[config.mk]
export PLATFORM = sky130hd
export DESIGN_NAME = brc_div
export DESIGN_NICKNAME = d
export VERILOG_FILES = /design/src/sv/brc_pkg.sv /design/src/sv/brc_div.sv
export SDC_FILE = /design/constraint.sdc
export NUM_CORES = 2
export LEC_CHECK = 0
export BUFFER_PORTS_ARGS = -buffer_cell sky130_fd_sc_hd__clkbuf_2
export CORE_UTILIZATION = 51
export CTS_CLUSTER_SIZE = 24
export DETAILED_ROUTE_END_ITERATION = 7
export GPL_TIMING_DRIVEN = 0
export PLACE_DENSITY = 0.69
export SYNTH_ARGS = -nofsm -noshare
export SYNTH_HDL_FRONTEND = slang
export SYNTH_SLANG_ARGS = --single-unit
[constraint.sdc]
create_clock -name clk -period 4.8 [get_ports clk]
set_input_delay 0.72 -clock clk [delete_from_list [all_inputs] [get_ports clk]]
set_output_delay 0.72 -clock clk [all_outputs]
set_load 0.01 [all_outputs]
[src/sv/brc_pkg.sv]
// brc_pkg: shared widths, codes and item types of the box region classifier
`timescale 1ns / 1ps
`default_nettype none

package brc_pkg;

    localparam int COORD_BITS  = 12;
    localparam int CFG_BITS    = 13;
    localparam int QW          = (COORD_BITS > CFG_BITS) ? COORD_BITS + 2 : CFG_BITS + 2;
    localparam int LW          = QW + 1;
    localparam int AW          = 2 * LW;
    localparam int DW          = AW + 1;
    localparam int PW          = 2 * DW;
    localparam int FRAC        = 16;
    localparam int OVL_BITS    = FRAC + 1;
    localparam int NREG        = 5;
    localparam int REGION_BITS = 3;

    localparam logic [CFG_BITS-1:0] WIDTH_RESET  = CFG_BITS'(640);
    localparam logic [CFG_BITS-1:0] HEIGHT_RESET = CFG_BITS'(480);

    localparam logic CFG_WIDTH  = 1'b0;
    localparam logic CFG_HEIGHT = 1'b1;

    localparam logic [REGION_BITS-1:0] REG_LEFT_TOP  = 3'd0;
    localparam logic [REGION_BITS-1:0] REG_CENTRE    = 3'd4;

    localparam logic [OVL_BITS-1:0] OVL_ONE = OVL_BITS'(1) << FRAC;

    typedef struct packed {
        logic [AW-1:0] n;
        logic [DW-1:0] d;
    } cand_t;

    typedef struct packed {
        cand_t [NREG-1:0]       cand;
        cand_t                  best;
        logic [REGION_BITS-1:0] code;
    } sel_t;

endpackage

`default_nettype wire

[src/sv/brc_div.sv]
// brc_div: pipelined restoring divider, one quotient bit per stage
`timescale 1ns / 1ps
`default_nettype none

module brc_div (
    input  wire logic                               clk,
    input  wire logic                               rst_n,
    input  wire logic                               en,
    input  wire logic                               div_valid,
    input  wire logic [brc_pkg::AW-1:0]             num,
    input  wire logic [brc_pkg::DW-1:0]             den,
    input  wire logic [brc_pkg::REGION_BITS-1:0]    code,
    output logic                                    q_valid,
    output logic [brc_pkg::REGION_BITS-1:0]         q_code,
    output logic [brc_pkg::OVL_BITS-1:0]            quot
);

    localparam int DW   = brc_pkg::DW;
    localparam int FRAC = brc_pkg::FRAC;
    localparam int QB   = brc_pkg::OVL_BITS;
    localparam int RB   = brc_pkg::REGION_BITS;

    logic [FRAC:0]        v_reg;
    logic [DW-1:0]        r_reg [FRAC+1];
    logic [DW-1:0]        d_reg [FRAC+1];
    logic [QB-1:0]        q_reg [FRAC+1];
    logic [RB-1:0]        c_reg [FRAC+1];
    logic [DW-1:0]        r_next [FRAC+1];
    logic [QB-1:0]        q_next [FRAC+1];
    logic [DW:0]          t;
    logic                 b;

    always_comb
    begin
        t = '0;
        b = 1'b0;
        // iou never exceeds one, so the remainder starts below the divisor after one step
        b = DW'(num) >= den;
        r_next[0] = DW'(num) - (b ? den : '0);
        q_next[0] = QB'(b);
        for (int i = 1; i <= FRAC; i++)
        begin
            t = {r_reg[i-1], 1'b0};
            b = t >= {1'b0, d_reg[i-1]};
            r_next[i] = DW'(t - (b ? {1'b0, d_reg[i-1]} : '0));
            q_next[i] = {q_reg[i-1][QB-2:0], b};
        end
    end

    always_ff @(posedge clk or negedge rst_n)
    begin
        if (!rst_n)
            v_reg <= '0;
        else if (en)
            v_reg <= {v_reg[FRAC-1:0], div_valid};
    end

    always_ff @(posedge clk)
    begin
        if (en)
        begin
            d_reg[0] <= den;
            c_reg[0] <= code;
            for (int i = 0; i <= FRAC; i++)
            begin
                r_reg[i] <= r_next[i];
                q_reg[i] <= q_next[i];
            end
            for (int i = 1; i <= FRAC; i++)
            begin
                d_reg[i] <= d_reg[i-1];
                c_reg[i] <= c_reg[i-1];
            end
        end
    end

    assign q_valid = v_reg[FRAC];
    assign q_code  = c_reg[FRAC];
    assign quot    = q_reg[FRAC];

endmodule

`default_nettype wire

# [Word-level counts from Yosys, hierarchy flattened]
# Memory sizes are Yosys's and may differ from the RTL's.
# Cells that the tools add are included.
[totals] register_bits=17 ramBits=1462 out_inout_bits=21 mem_count=4
[memory_table] memory="d_reg" depth=17 word_bits=33 rd=16 rd_clocked_by_memory_dff=0 wr=17 line_no="brc_div.sv:25" text="logic [DW-1:0] d_reg [FRAC+1];"
[memory_table] memory="r_reg" depth=17 word_bits=33 rd=16 rd_clocked_by_memory_dff=0 wr=17 line_no="brc_div.sv:24" text="logic [DW-1:0] r_reg [FRAC+1];"
[memory_table] memory="q_reg" depth=17 word_bits=17 rd=17 rd_clocked_by_memory_dff=0 wr=17 line_no="brc_div.sv:26" text="logic [QB-1:0] q_reg [FRAC+1];"
[memory_table] memory="c_reg" depth=17 word_bits=3 rd=17 rd_clocked_by_memory_dff=0 wr=17 line_no="brc_div.sv:27" text="logic [RB-1:0] c_reg [FRAC+1];"
[op_classes] addsub=17 order_cmp=17 muxes=19
[op_table] cell="$mux 33" n=17
[op_table] cell="$ge 34x33->1" n=16
[op_table] cell="$sub 33x33->33" n=16
[op_table] cell="$ge 32x33->1" n=1
[op_table] cell="$sub 32x33->33" n=1
[op_table] cell="$mux 1" n=2

# [Depth between registers and ports, before layout]
# An unclocked memory read counts as a cell.
[logic_depth] ltp_word=4 depth_mapped=29 mapped_depth_nobuf=28

# [Worst setup path before layout]
# Ideal clock, no wire load.
[synth_path] path_kind="input to register" start="in den[1] in the netlist's numbering" end="mem r_reg[0][30] in the netlist's numbering, data pin" setup_ns=0.262 arrival_ns=5.465 required_time_ns=4.538 setup_slack_ns=-0.927 stages=28 path_cell_list="inv_1 -> ha_1 -> nor2b_1 -> o21a_1 -> o21a_1 -> o21a_1 -> o21a_1 -> o21a_1 -> o21ai_0 -> o2111ai_1 -> a21oi_1 -> o22a_1 -> a211oi_1 -> clkbuf_1 -> nand2_1 -> ha_1 -> nor2b_1 -> o31a_1 -> o41a_1 -> a211o_1 -> o22ai_2 -> o21ai_1 -> o41ai_2 -> o311ai_1 -> a21o_1 -> a21oi_1 -> o21bai_1 -> xor2_1"
[synth_rtl] item="start: declaration" line_no="brc_div.sv:11" text="input wire logic [brc_pkg::DW-1:0] den,"
[synth_rtl] item="end: declaration" line_no="brc_div.sv:24"

==> summary.txt <==
STA
  • Final Cycle Share: 116.7%
  • Max-slew violations: 0
  • Skew final: 0.03087 ns
  • Fmax: 0.1785 GHz
  • Hold Violations, Final: 0
  • Final Worst Setup Slack: -0.8034 ns
  • Fin Hold WS: 0.1232 ns
  • RSZ-0062 raised after global routing: true
  • Relative slew slack: 38.10%
  • Final Setup Violations: 95
  • Slew @ Worst Pin: 0.9188 ns
  • Final Critical Period: 5.603 ns

GRT
  • Busiest grt layer: met2
  • Vias in the first global route: 60710
  • Met2 Use GR: 46.37%
  • First-pass GRT wire length: 282.3 mm
  • Largest net degree at the start of global routing: 116
  • Initial antenna violation count: 0
  • GRT Util Overall: 22.02%
  • Met3 Usage GRT: 2.642%
  • Met1 Use GR: 18.18%
  • Overflow left after global routing: 0

Placement
  • Placer congestion estimate: 0.9156
  • Number of I/O port buffers: 92
  • Post-DP HPWL: 127.3 mm

Die
  • DIE AREA: 157900 µm²
  • Die height: 397.4 µm
  • Die width: 397.4 µm
  • Core ar.: 154600 µm²
  • Top Ports: 93
  • Starting Density: 51.58%
  • Core Rows: 144

Synthesis
  • Post-Syn Area: 79740 µm²
  • Compound-Gate Fraction of Synth Area: 15.48%
  • Post-synthesis sequential area ratio: 47.98%
  • Mux contribution to synthesized area: 0.2401%
  • Synth Area in Simple Gates: 10.45%
  • Synth Register Bits: 1277
  • Main combinational cell family by area after synthesis: adder cells
  • Synth Flop Type: edfxtp_1
  • Post-synth EDFFs: 1260
  • Unique masters post-synth: 102
  • Syn Area/Cell: 10.88 µm²
  • Ys Warns: 0
  • Async S/R FF share, synth: 1.331%
  • Syn Inst Count: 7332
  • Syn nets: 8461
  • Xor/xnor share of the synthesized area: 5.075%
  • Adder and majority gate portion of the synthesized area: 16.74%

Clock tree
  • CTS tree: built
  • H-Tree Depth: 4
  • Clk root buf: clkbuf_16
  • Clock Sinks: 1277
  • Num CTS Buffers: 147
  • CTS max path bufs: 3
  • Worst-skew pair later-pin latency: 0.78 ns
  • Reg clk slew, reported paths: 0.06 ns

Status
  • Status: complete, but fails checks
  • Failing checks: negative setup slack

Route
  • Number of vias per cell: 5.655
  • Initial DRC count: 1765
  • Drt pass-1 iters: 5
  • WL final: 181.2 mm
  • WL/cell: 17.56 µm
  • Drc violations: 0
  • Final ANT Viol Nets: 0
  • DR vias: 58360

Worst setup path
  • CP max stage cell: o41a_1
  • Crit path launch type: input port
  • CP Capture Type: flop
  • Top cell by count, worst path: o21a_1
  • Arrival time at the worst endpoint: 6.12 ns
  • Critical Path RT: 5.32 ns
  • CP peak stage delay: 0.36 ns
  • Peak fanout along the critical path: 8
  • Setup Crit Path Kind: in -> reg

Flow run
  • Max_cap viols: 0

Cells and area
  • Finished Core Util: 64.18%
  • Fraction of layout cells with a size suffix above 1: 22.99%
  • Area grow syn2layout: 24.43%
  • Commonest non-fill, non-tap cell in the layout: edfxtp_1
  • Ant diodes: 0
  • Final nets: 9289
  • Most frequent cells in the layout: 1260 x edfxtp_1, 879 x ha_1, 702 x nand2_1, 698 x inv_1, 522 x buf_4

Min path
  • Worst min path class: in -> reg
## critical path, delay by kind of cell
| family | cells | cell delay (ns) |
|---|---|---|
| buffers and inverters | 4 | 0.52 |
| adders and majority gates | 2 | 0.38 |
| AOI/OAI and AO/OA | 20 | 4.01 |
| xor gates and xnor gates | 1 | 0.14 |
| and+or+nand+nor | 3 | 0.32 |
## synthesized netlist by cell type, types with 85 or more instances
library cell | n | area share, %
o21ai_0 | 301 | 1.9
xor2_1 | 149 | 1.6
nand3_1 | 100 | 0.63
a21o_1 | 351 | 3.3
xnor2_1 | 313 | 3.4
o21a_1 | 99 | 0.93
ha_1 | 1041 | 16
nor2_1 | 327 | 1.5
inv_1 | 736 | 3.5
nor2b_1 | 104 | 0.82
nand2_1 | 789 | 3.7
nand4_1 | 129 | 1.0
nand2b_1 | 85 | 0.67
clkbuf_1 | 105 | 0.49
a21oi_1 | 603 | 3.8
edfxtp_1 | 1260 | 47
## repair_timing
action / in CTS / in global routing
endpoints found under the hold margin: 17 / 0
resized for setup: 899 / 562
hold buffers: 1 / 0
gates cloned: 2 / 3
endpoints found under the setup margin: 396 / 297
buffers inserted: 405 / 238
pin swaps: 465 / 489
## final cells by class
type | instances | area [µm²]
buffer | 79 | 711.9
clock buffer | 181 | 3877
clock inverter | 84 | 674.4
fill | 11510 | 55370
inverter | 736 | 2778
multi-input combinational | 5203 | 44400
sequential | 1277 | 38260
tap | 2044 | 2557
timing repair buffer | 716 | 5954
## layer usage
layer  routed length, µm  up-vias
li1                    -    28510
met1               58870    28070
met2              104800     1143
met3                4464      637
met4               13120        0
met5                   0        -
## final timing paths
kind,startpoint,to,slack (ns),cells past startpoint
worst min register to register,q_reg[7][0]$_DFFE_PP_,q_reg[8][1]$_DFFE_PP_,0.41,0
worst min-delay path,code[0],c_reg[0][0]$_DFFE_PP_,0.12,1
worst max register to register,r_reg[0][41]$_DFFE_PP_,r_reg[0][98]$_DFFE_PP_,-0.59,24
worst max-delay path,den[1],r_reg[0][30]$_DFFE_PP_,-0.80,30
max in group asynchronous,rst_n,v_reg[14]$_DFFE_PN0P_,4.08,2
min in group asynchronous,rst_n,v_reg[0]$_DFFE_PN0P_,0.41,2
## kinds of logic (layout without fill, tap and decap cells)
logic type / count (synthesis) / in the layout
xor+xnor: 462 / 462
compound gates: 1879 / 1879
simple gates: 1788 / 1788
fa+ha+maj: 1057 / 1057
buf+inv: 852 / 1796
mux: 17 / 17
flops: 1277 / 1277
## stage by stage
step / setup WS [ns] / cell area (µm²) / TNS [ns] / cells
finish: -0.8034 / 99220 / -22.72 / 10320
global route: -0.9495 / 99220 / -39.83 / 10320
CTS: -0.8087 / 95190 / -22.08 / 10130
detailed placement: -2.448 / 83320 / -440.43 / 9482
global placement: -18.79 / 82940 / - / 9468
floorplan: -0.5812 / 79920 / -3.781 / 7332
Power is not shown: default switching activity piles up to over one toggle a cycle in this logic, so the estimate is an artifact.
